## config.mk

```make
export PLATFORM = sky130hd
export DESIGN_NAME = parallel_port_sound_fifo_unit
export DESIGN_NICKNAME = d
export VERILOG_FILES = /design/src/hdl/psf_pkg.sv /design/src/hdl/psf_fifo.sv /design/src/hdl/psf_ctrl.sv /design/src/hdl/parallel_port_sound_fifo_unit.sv
export VERILOG_INCLUDE_DIRS = /design/src /design/src/hdl
export SDC_FILE = /design/constraint.sdc
export NUM_CORES = 1
export LEC_CHECK = 0
export BUFFER_PORTS_ARGS = -buffer_cell sky130_fd_sc_hd__buf_2
export CAP_MARGIN = 10
export CELL_PAD_IN_SITES_DETAIL_PLACEMENT = 0
export CELL_PAD_IN_SITES_GLOBAL_PLACEMENT = 1
export CORE_MARGIN = 2
export CORE_UTILIZATION = 45
export DETAILED_ROUTE_END_ITERATION = 8
export GPL_TIMING_DRIVEN = 0
export PLACE_DENSITY_LB_ADDON = 0.1
export SYNTH_ARGS = -nofsm -noshare
export SYNTH_HDL_FRONTEND = slang
export SYNTH_HIERARCHICAL = 1
export SYNTH_SLANG_ARGS = --single-unit
```

## constraint.sdc

```tcl
create_clock -name clk -period 2.4 [get_ports clk]
set_input_delay 0.12 -clock clk [delete_from_list [all_inputs] [get_ports clk]]
set_output_delay 0.12 -clock clk [all_outputs]
set_load 0.01 [all_outputs]
```

## src/hdl/parallel_port_sound_fifo_unit_assert.svh

```systemverilog
// assertion macros for the parallel port sound fifo unit
// used by modules that check their own logic; expects clk and rst in scope
`ifndef PARALLEL_PORT_SOUND_FIFO_UNIT_ASSERT_SVH
`define PARALLEL_PORT_SOUND_FIFO_UNIT_ASSERT_SVH

// condition that must hold at every clock edge out of reset
`define PSF_ASSERT_ALWAYS(label, expr, msg) \
  label: assert property (@(posedge clk) disable iff (rst) (expr)) else $error(msg);

// consequence that must hold in the cycle after the antecedent
`define PSF_ASSERT_NEXT(label, ante, cons, msg) \
  label: assert property (@(posedge clk) disable iff (rst) (ante) |=> (cons)) else $error(msg);

`endif

```

## src/hdl/psf_pkg.sv

```systemverilog
// shared types, codes and constants of the parallel port sound fifo unit
// no dependencies
package psf_pkg;

  localparam int FIFO_DEPTH = 16;
  localparam int IDX_W      = (FIFO_DEPTH > 1) ? $clog2(FIFO_DEPTH) : 1;
  localparam int CNT_W      = $clog2(FIFO_DEPTH + 1);

  // item kinds
  localparam logic [1:0] FUNC_WRITE = 2'd0;
  localparam logic [1:0] FUNC_READ  = 2'd1;
  localparam logic [1:0] FUNC_TICK  = 2'd2;

  localparam logic [15:0] BASE_PORT_RESET = 16'h0378;
  localparam logic [15:0] CTRL_OFFSET     = 16'd2;
  localparam logic [7:0]  STATUS_BUSY     = 8'h40;
  localparam logic [7:0]  CTRL_POWER_ON   = 8'h04;
  localparam int          CTRL_OFF_BIT    = 3;

  typedef struct packed {
    logic [1:0]  func;
    logic [15:0] port;
    logic [7:0]  data;
  } psf_in_t;

  typedef struct packed {
    logic [7:0] read_data;
    logic [7:0] sample;
  } psf_out_t;

  typedef struct packed {
    logic       push;
    logic       pop;
    logic       clear;
    logic [7:0] data;
  } psf_fifo_cmd_t;

  typedef struct packed {
    logic full;
    logic empty;
  } psf_fifo_stat_t;

endpackage

```

## src/hdl/psf_fifo.sv

```systemverilog
// sample fifo: storage, indices, fill count and registered pop data
// depends on psf_pkg and parallel_port_sound_fifo_unit_assert.svh
`include "parallel_port_sound_fifo_unit_assert.svh"

module psf_fifo (
  input  logic                   clk,
  input  logic                   rst,
  input  psf_pkg::psf_fifo_cmd_t cmd,
  output psf_pkg::psf_fifo_stat_t stat,
  output logic [7:0]             sample
);

  logic [7:0]               store [psf_pkg::FIFO_DEPTH];
  logic [psf_pkg::IDX_W-1:0] write_index;
  logic [psf_pkg::IDX_W-1:0] read_index;
  logic [psf_pkg::CNT_W-1:0] fill_count;

  function automatic logic [psf_pkg::IDX_W-1:0] wrap_inc(input logic [psf_pkg::IDX_W-1:0] i);
    return (i == psf_pkg::IDX_W'(psf_pkg::FIFO_DEPTH - 1)) ? '0 : i + 1'b1;
  endfunction

  assign stat.full  = (fill_count == psf_pkg::CNT_W'(psf_pkg::FIFO_DEPTH));
  assign stat.empty = (fill_count == '0);

  always_ff @(posedge clk) begin
    if (rst) begin
      write_index <= '0;
      read_index  <= '0;
      fill_count  <= '0;
    end else if (cmd.clear) begin
      write_index <= '0;
      read_index  <= '0;
      fill_count  <= '0;
    end else if (cmd.push) begin
      write_index <= wrap_inc(write_index);
      fill_count  <= fill_count + 1'b1;
    end else if (cmd.pop) begin
      read_index <= wrap_inc(read_index);
      fill_count <= fill_count - 1'b1;
    end
  end

  // storage write port
  always_ff @(posedge clk) begin
    if (cmd.push) begin
      store[write_index] <= cmd.data;
    end
  end

  // registered read, zero when nothing is popped
  always_ff @(posedge clk) begin
    if (cmd.pop) begin
      sample <= store[read_index];
    end else begin
      sample <= '0;
    end
  end

  `PSF_ASSERT_ALWAYS(a_count_range, fill_count <= psf_pkg::CNT_W'(psf_pkg::FIFO_DEPTH), "fill count beyond depth")
  `PSF_ASSERT_ALWAYS(a_no_push_full, !(cmd.push && stat.full), "push into full fifo")
  `PSF_ASSERT_ALWAYS(a_no_pop_empty, !(cmd.pop && stat.empty), "pop from empty fifo")
  `PSF_ASSERT_NEXT(a_clear_empties, cmd.clear, fill_count == '0 && read_index == write_index, "clear left data")
  `PSF_ASSERT_NEXT(a_push_counts, cmd.push && !cmd.clear, fill_count == $past(fill_count) + 1'b1, "push miscounted")

endmodule

```

## src/hdl/psf_ctrl.sv

```systemverilog
// item decode, power state and status byte
// depends on psf_pkg
module psf_ctrl (
  input  logic                    clk,
  input  logic                    rst,
  input  logic                    item_valid,
  input  psf_pkg::psf_in_t        item,
  input  logic [15:0]             base_port,
  input  psf_pkg::psf_fifo_stat_t stat,
  output psf_pkg::psf_fifo_cmd_t  cmd,
  output logic [7:0]              read_data_next
);

  logic        powered;
  logic        powered_next;
  logic [15:0] ctrl_port;
  logic        is_write;
  logic        data_hit;
  logic        ctrl_hit;
  logic        power_on;
  logic        power_off;

  assign ctrl_port = base_port + psf_pkg::CTRL_OFFSET;
  assign is_write  = item_valid && (item.func == psf_pkg::FUNC_WRITE);
  assign data_hit  = is_write && (item.port == base_port);
  assign ctrl_hit  = is_write && !data_hit && (item.port == ctrl_port);
  assign power_on  = ctrl_hit && (item.data == psf_pkg::CTRL_POWER_ON) && !powered;
  assign power_off = ctrl_hit && item.data[psf_pkg::CTRL_OFF_BIT] && powered;

  always_comb begin
    powered_next = powered;
    if (power_on) begin
      powered_next = 1'b1;
    end else if (power_off) begin
      powered_next = 1'b0;
    end
  end

  always_comb begin
    cmd.clear = power_on;
    cmd.push  = data_hit && powered && !stat.full;
    cmd.pop   = item_valid && (item.func == psf_pkg::FUNC_TICK) && powered && !stat.empty;
    cmd.data  = item.data;
    read_data_next = '0;
    if (item_valid && (item.func == psf_pkg::FUNC_READ) && (!powered || stat.full)) begin
      read_data_next = psf_pkg::STATUS_BUSY;
    end
  end

  always_ff @(posedge clk) begin
    if (rst) begin
      powered <= 1'b0;
    end else begin
      powered <= powered_next;
    end
  end

endmodule

```

## src/hdl/parallel_port_sound_fifo_unit.sv

```systemverilog
// top level of the parallel port sound fifo unit
// depends on psf_pkg, psf_ctrl and psf_fifo
//
// usage:
//   command channel: drive cmd and raise start; the word is taken at any
//   rising edge with start high and busy low. busy never rises, so a new
//   word (port write, port read or sample tick) can enter every cycle.
//   result channel: every accepted word yields exactly one result word,
//   shown on result while done is high for one cycle. read_data carries
//   the status byte of a read, sample the byte popped by a tick; both are
//   zero where they do not apply.
//   path: the word is captured in the input register (item_valid, item),
//   decoded, and applied to the fifo at the edge that also loads the
//   result register (done, read_data) and the fifo's sample register;
//   done then marks the result word on result.
//   throughput is one word per cycle; all decode and fifo updates sit in
//   a single stage between the input and result registers.
//   configuration: cfg_data sets the data port address (control port is
//   that plus two); cfg_ready is always high, write it only while idle.
//   reset: rst clears the device to off with an empty fifo, base port
//   back to 0x378, no word pending. the receiver cannot stall results.
module parallel_port_sound_fifo_unit (
  input  logic              clk,
  input  logic              rst,
  input  logic              start,
  output logic              busy,
  input  psf_pkg::psf_in_t  cmd,
  output logic              done,
  output psf_pkg::psf_out_t result,
  input  logic              cfg_valid,
  output logic              cfg_ready,
  input  logic [15:0]       cfg_data
);

  logic                    item_valid;
  psf_pkg::psf_in_t        item;
  logic [15:0]             base_port;
  psf_pkg::psf_fifo_cmd_t  fifo_cmd;
  psf_pkg::psf_fifo_stat_t fifo_stat;
  logic [7:0]              read_data_next;
  logic [7:0]              read_data;
  logic [7:0]              sample;

  // the single stage never holds off a word
  assign busy      = 1'b0;
  assign cfg_ready = 1'b1;

  // base port register
  always_ff @(posedge clk) begin
    if (rst) begin
      base_port <= psf_pkg::BASE_PORT_RESET;
    end else if (cfg_valid && cfg_ready) begin
      base_port <= cfg_data;
    end
  end

  // input register
  always_ff @(posedge clk) begin
    if (rst) begin
      item_valid <= 1'b0;
    end else begin
      item_valid <= start && !busy;
    end
  end

  always_ff @(posedge clk) begin
    item <= cmd;
  end

  psf_ctrl u_ctrl (
    .clk            (clk),
    .rst            (rst),
    .item_valid     (item_valid),
    .item           (item),
    .base_port      (base_port),
    .stat           (fifo_stat),
    .cmd            (fifo_cmd),
    .read_data_next (read_data_next)
  );

  // sample comes out of the fifo already registered alongside read_data
  psf_fifo u_fifo (
    .clk    (clk),
    .rst    (rst),
    .cmd    (fifo_cmd),
    .stat   (fifo_stat),
    .sample (sample)
  );

  // result register
  always_ff @(posedge clk) begin
    if (rst) begin
      done <= 1'b0;
    end else begin
      done <= item_valid;
    end
  end

  always_ff @(posedge clk) begin
    read_data <= read_data_next;
  end

  assign result.read_data = read_data;
  assign result.sample    = sample;

endmodule

```

Word-level counts from Yosys, hierarchy flattened
Memory sizes are Yosys's and may differ from the RTL's. A register that Yosys moved wholly into a read port is not among the register bits.
Index checks and enable logic that the tools add are counted.
{ "op_classes": {"n_addsub": 5, "n_mul": 0, "div_mod_pow": 0, "magnitude_cmp": 0, "n_eq_ne": 8, "shifts": 0, "n_mux": 9, "bitwise_logic": 1, "n_reduce_logical": 27} }
{ "ops": {"columns": ["op", "count"], "rows": [
  ["16-bit equality test", 2],
  ["16-bit by 2-bit adder with 16-bit output (second input constant)", 1],
  ["1-bit logical AND", 15],
  ["5-bit 2-to-1 mux", 2],
  ["4-bit by 1-bit adder with 4-bit output (second input constant)", 2],
  ["4-bit equality test (second input constant)", 2],
  ["8-bit by 3-bit equality test with 1-bit output (second input constant)", 1],
  ["4-bit 2-to-1 mux", 2],
  ["7-bit 2-to-1 mux", 1],
  ["5-bit by 1-bit adder with 5-bit output (second input constant)", 1],
  ["5-bit equality test (second input constant)", 1],
  ["1-bit logical NOT", 5],
  ["5-bit logical NOT", 1],
  ["5-bit by 1-bit subtractor with 5-bit output (second input constant)", 1],
  ["1-bit 2-to-1 mux", 4],
  ["2-bit nonzero test", 2],
  ["2-bit by 1-bit equality test with 1-bit output (second input constant)", 1],
  ["2-bit equality test (second input constant)", 1],
  ["2-bit logical NOT", 1],
  ["2-bit AND reduction", 1],
  ["2-bit OR reduction", 1],
  ["1-bit logical OR", 1],
  ["1-bit NOT", 1]
]} }
{ "word_totals": {"ff_bits": 66, "latch_bits": 0, "ramBits": 128, "mem_bits_ro": 0, "output_inout_bits": 19, "memories": 1} }
{ "memory_table": {"columns": ["memory", "depth", "word_bits", "read_ports", "rd_clocked_by_memory_dff", "write_ports", "line_no", "text"], "rows": [
  ["u_fifo.store", 16, 8, 1, 1, 1, "psf_fifo.sv:13", "logic [7:0] store [psf_pkg::FIFO_DEPTH];"]
]} }

Longest topological paths before layout
{ "logic_depth": {"word_depth": 10, "depth_mapped": 13, "ltp_nobuf": 12} }

Modules after synthesis
Netlist, hierarchy kept.
{ "modules_own_cells": {"columns": ["mod", "instances", "cells_per_inst", "area_per_inst_um2", "seq_area_each_um2"], "rows": [
  ["psf_fifo", 1, 315, 5952.0, 4264.1],
  ["parallel_port_sound_fifo_unit", 1, 94, 1356.3, 1041.0],
  ["psf_ctrl", 1, 111, 833.3, 20.0]
]} }

Worst setup path after synthesis
OpenSTA, ideal clock, no wires.
{ "synth_timing": {"kind": "register -> register", "startpoint": "register u_fifo/fill_count[0] in the netlist's numbering", "endpoint": "register u_fifo/fill_count[4] in the netlist's numbering", "arrival_time_ns": 2.565, "t_required_ns": 2.284, "setup_slack_ns": -0.281, "stages_incl_launch_ff": 14, "path_buffers": 1, "path_cell_list": "dfxtp_1 -> nor4_1 -> and2_1 -> nand2b_1 -> nor4_1 -> nand3_1 -> nor4_1 -> buf_2 -> inv_1 -> fa_1 -> a21o_1 -> a21oi_1 -> a211o_1 -> nand2_1"} }
{ "synth_rtl": {"columns": ["element", "line_no", "text"], "rows": [
  ["start: declaration", "psf_fifo.sv:16", "logic [psf_pkg::CNT_W-1:0] fill_count;"],
  ["start signal: assignment", "psf_fifo.sv:36", "fill_count <= fill_count + 1'b1;"],
  ["start signal: assignment", "psf_fifo.sv:39", "fill_count <= fill_count - 1'b1;"]
]} }

==> impl_metrics.toml <==
[run_status]
status = "complete, but fails checks"
failed_checks = "negative setup slack"

[sta]
finalCriticalPeriod_ps = 2713
fin_crit_sh = 1.131
relSlewSlack = 0.3873
timing.fmax_mhz = 368.6
slew_viol_final = 0
rsz0062_at_grt = "true"
skew_ps = 15.69
hold_viol_final = 0
worst_pin_slew_ps = 906.0
setup_viol = 134
worst_slack_ps = -313.3

[clock_network]
clk_path_buf_depth = 3
cts_root_buf = "clkbuf_16"
clock_sinks = 202
htreeDepth = 1
cts_tree = "built"
clock_latency_ps = 500
clk_pin_slew_ps = 60
numCtsBuffers = 22

[synthesis]
synth.avg_cell_area_sq_um = 15.66
synth-edff-count = 128
synth-async-reset-ratio = 0
synthesis.area_sq_um = 8142
synth_ff_type = "edfxtp_1"
synth_top_area_frac = 0.4721
netlist_instances = 520
synth_largest_area_cell = "edfxtp_1"
seq_area_frac_synth = 0.6541
yosysWarnings = 6
synth_area_leaders = "edfxtp_1 (47%), dfxtp_1 (18%), mux4_1 (6.5%)"
synth.distinct_cells = 58
yosys_register_bits = 202

[setup_path]
crit_path_start_kind = "register"
critPathArrivalTime_ps = 3150
end_kind = "register"
path_max_fanout = 5
worstPathRequired_ps = 2840
worstSetupPathType = "register to register"

[placement]
place.gp.congestion = 0.7506
dpl_cell_area_sq_um = 8807
port_buffers = 62
dp_cells = 817
dp_hpwl_mm = 11.09

[final_layout]
drive_gt1_frac = 0.3476
final_nets = 739
stdcell_count = 928
areaGrowthSynthToFinish_pct = 29.21
final_area_sq_um = 10520
n_antenna_cell = 0

[detailed_routing]
wl_per_cell_um = 18.69
drc = 0
vias = 4779
drtIter0Drc = 244
firstDrtPassIters = 4
ant_nets = 0
wl_mm = 17.35
via_per_inst = 5.150

[pwr]
ir_worst_vdd_v = 0.0006023
p_switching_w = 0.001511
powerDensity_nw_per_um2 = 713.2
p_leak_nw = 3.885
comb_power_share = 0.045
pwr-share-seq = 0.503
clock_power_share = 0.451
switching_share = 0.2014
p_int_w = 0.005991

[floorplanning]
die_h_um = 138.5
coreArea_sq_um = 17840
rows = 49
ios = 65
die_w_um = 138.5
start_util = 0.4563
die-area_sq_um = 19180

[global_route]
antenna_found_initial = 0
grt_max_degree = 17
grt_pass1_wl_mm = 27.28
gr-total-overflow = 0
grt_usage = 0.1823
grt_pass1_vias = 4992

[flow_run]
maxCapViolations = 0

[min_path]
hp-class = "primary input to register"
[metal layers]
| layer | up-vias | part of all wire | track usage |
|---|---|---|---|
| li1 | 2291 | - | - |
| met1 | 2361 | 0.46 | 0.2551 |
| met2 | 108 | 0.48 | 0.2999 |
| met3 | 19 | 0.045 | 0.03533 |
| met4 | 0 | 0.013 | 0.03921 |
| met5 | - | 0 | 0 |
[cells by family (layout without fill, tap and decap cells)]
| kind of cell | count (synthesis) | after routing | synth area share |
|---|---|---|---|
| flip-flops | 202 | 202 | 0.6541 |
| XOR/XNOR | 26 | 26 | 0.02797 |
| adder cells (fa/ha/maj) | 10 | 10 | 0.01629 |
| AND/OR/NAND/NOR | 126 | 126 | 0.08990 |
| AO/OA/AOI/OAI | 58 | 58 | 0.04964 |
| multiplexers | 53 | 53 | 0.1236 |
| buffers and inverters | 42 | 215 | 0.03719 |
| other | 3 | 9 | 0.001383 |
[path summary, 6_finish.rpt]
kind	start	endpoint	slack (ps)	cells after the start
worst max-delay path	u_fifo/fill_count[3]	u_fifo/write_index[0]	-310	15
worst max register to register	u_fifo/fill_count[3]	u_fifo/write_index[0]	-310	15
worst min register to register	item_valid	done	490	1
worst min-delay path	cfg_valid	base_port[3]	100	3
[sequential cells by signal (all words and copies together) (netlist names)]
register	flops
u_fifo/store	128
item	26
item_valid	1
read_data	8
u_fifo/sample	8
base_port	16
u_fifo/fill_count	5
u_ctrl/powered	1
u_fifo/read_index	4
u_fifo/write_index	4
done	1
[final cells by class]
type	count	area, sq um
multi-input combinational	282	2809
timing repair buffer	135	1012
clock buffer	26	586.8
fill	1382	7321
sequential	202	5360
inverter	5	22.52
tap	229	286.5
clock inverter	14	152.6
buffer	35	290.3
[cells in the final DEF, fill, tap and decap left out, drive strengths merged, types with 3 or more instances in the layout]
master / count
nand2b: 5
xnor2: 7
nor4: 8
a22oi: 8
and2b: 3
conb: 9
o211a: 3
xor2: 19
nor2: 26
nand4: 3
nand3: 12
a21oi: 12
dfxtp: 74
nor2b: 10
clkinv: 8
clkbuf: 30
ha: 9
mux4: 32
inv: 5
bufinv: 3
a21o: 4
and2: 19
o21ai: 13
a211o: 7
edfxtp: 128
nor3b: 3
mux2i: 21
nand2: 16
nor3: 6
buf: 122
clkinvlp: 3
dlygate4sd3: 44
[cell usage after synthesis (2+ instances only)]
master	n
nand4_1	2
nor2_1	26
nor4_1	7
a21o_1	4
a311oi_1	2
and2_1	19
buf_4	19
o21ai_1	8
inv_1	5
buf_2	6
ha_1	9
a211o_1	7
o21ai_0	5
nand3_1	12
and2b_4	3
mux4_2	12
mux2i_1	21
nand2_1	16
buf_12	2
o211a_1	3
edfxtp_1	128
nor3_1	5
nor3b_1	2
clkbuf_1	5
buf_6	3
xnor2_1	7
and3b_1	2
nand2b_1	5
or3_1	2
a22oi_1	8
and4_1	2
and3_1	2
conb_1	3
dfxtp_1	74
a21oi_1	12
xor2_1	19
mux4_1	20
and4b_1	2
nor2b_1	10
a211oi_1	2
o21bai_1	2
[power groups by stage]
stage | logic [W] | clock network [W] | registers [W]
after floorplan | 0.000161 | 0 | 0.00384
after global placement | 0.000253 | 0 | 0.00385
after detailed placement | 0.000259 | 0 | 0.00385
after CTS | 0.000326 | 0.00347 | 0.00378
after global routing | 0.000374 | 0.00361 | 0.00378
final | 0.000341 | 0.00338 | 0.00378
[what timing repair did]
action | in CTS | in global routing
endpoints found under the setup margin | 149 | 145
hold buffers | 44 | 0
pin swaps | 14 | 13
buffers inserted | 21 | 7
cloned | 0 | 1
gates resized for setup | 71 | 22
hold endpoints to repair | 44 | 0
[worst max-delay path: stages, from the launching register on]
cell        delay, ps
dfxtp_4           350
nor4_2             40
and2_1            150
nand2b_4          140
nor4_2            120
nand3_1           140
nor4_4            380
buf_6             160
clkinvlp_4        160
buf_4             200
buf_4             130
buf_4             120
buf_4             130
a311oi_2          260
a21oi_1            70
nor2_1             90
[per-stage QoR]
| stage | total power (W) | worst slack [ps] | hold slack [ps] | util | setup TNS [ps] |
|---|---|---|---|---|---|
| after global placement | 0.004103 | -720.2 | 223.1 | 0.4937 | -79090 |
| after CTS | 0.007574 | -300.1 | 71.74 | 0.5810 | -15650 |
| after detailed placement | 0.004109 | -745.9 | 223.6 | 0.4937 | -80600 |
| after global routing | 0.007766 | -450.1 | 93.88 | 0.5897 | -39250 |
| final | 0.007503 | -313.3 | 102.4 | 0.5897 | -22350 |
| after floorplan | 0.004004 | -98.80 | 147.7 | - | -208.6 |
Power figures use the tool's default switching activity.
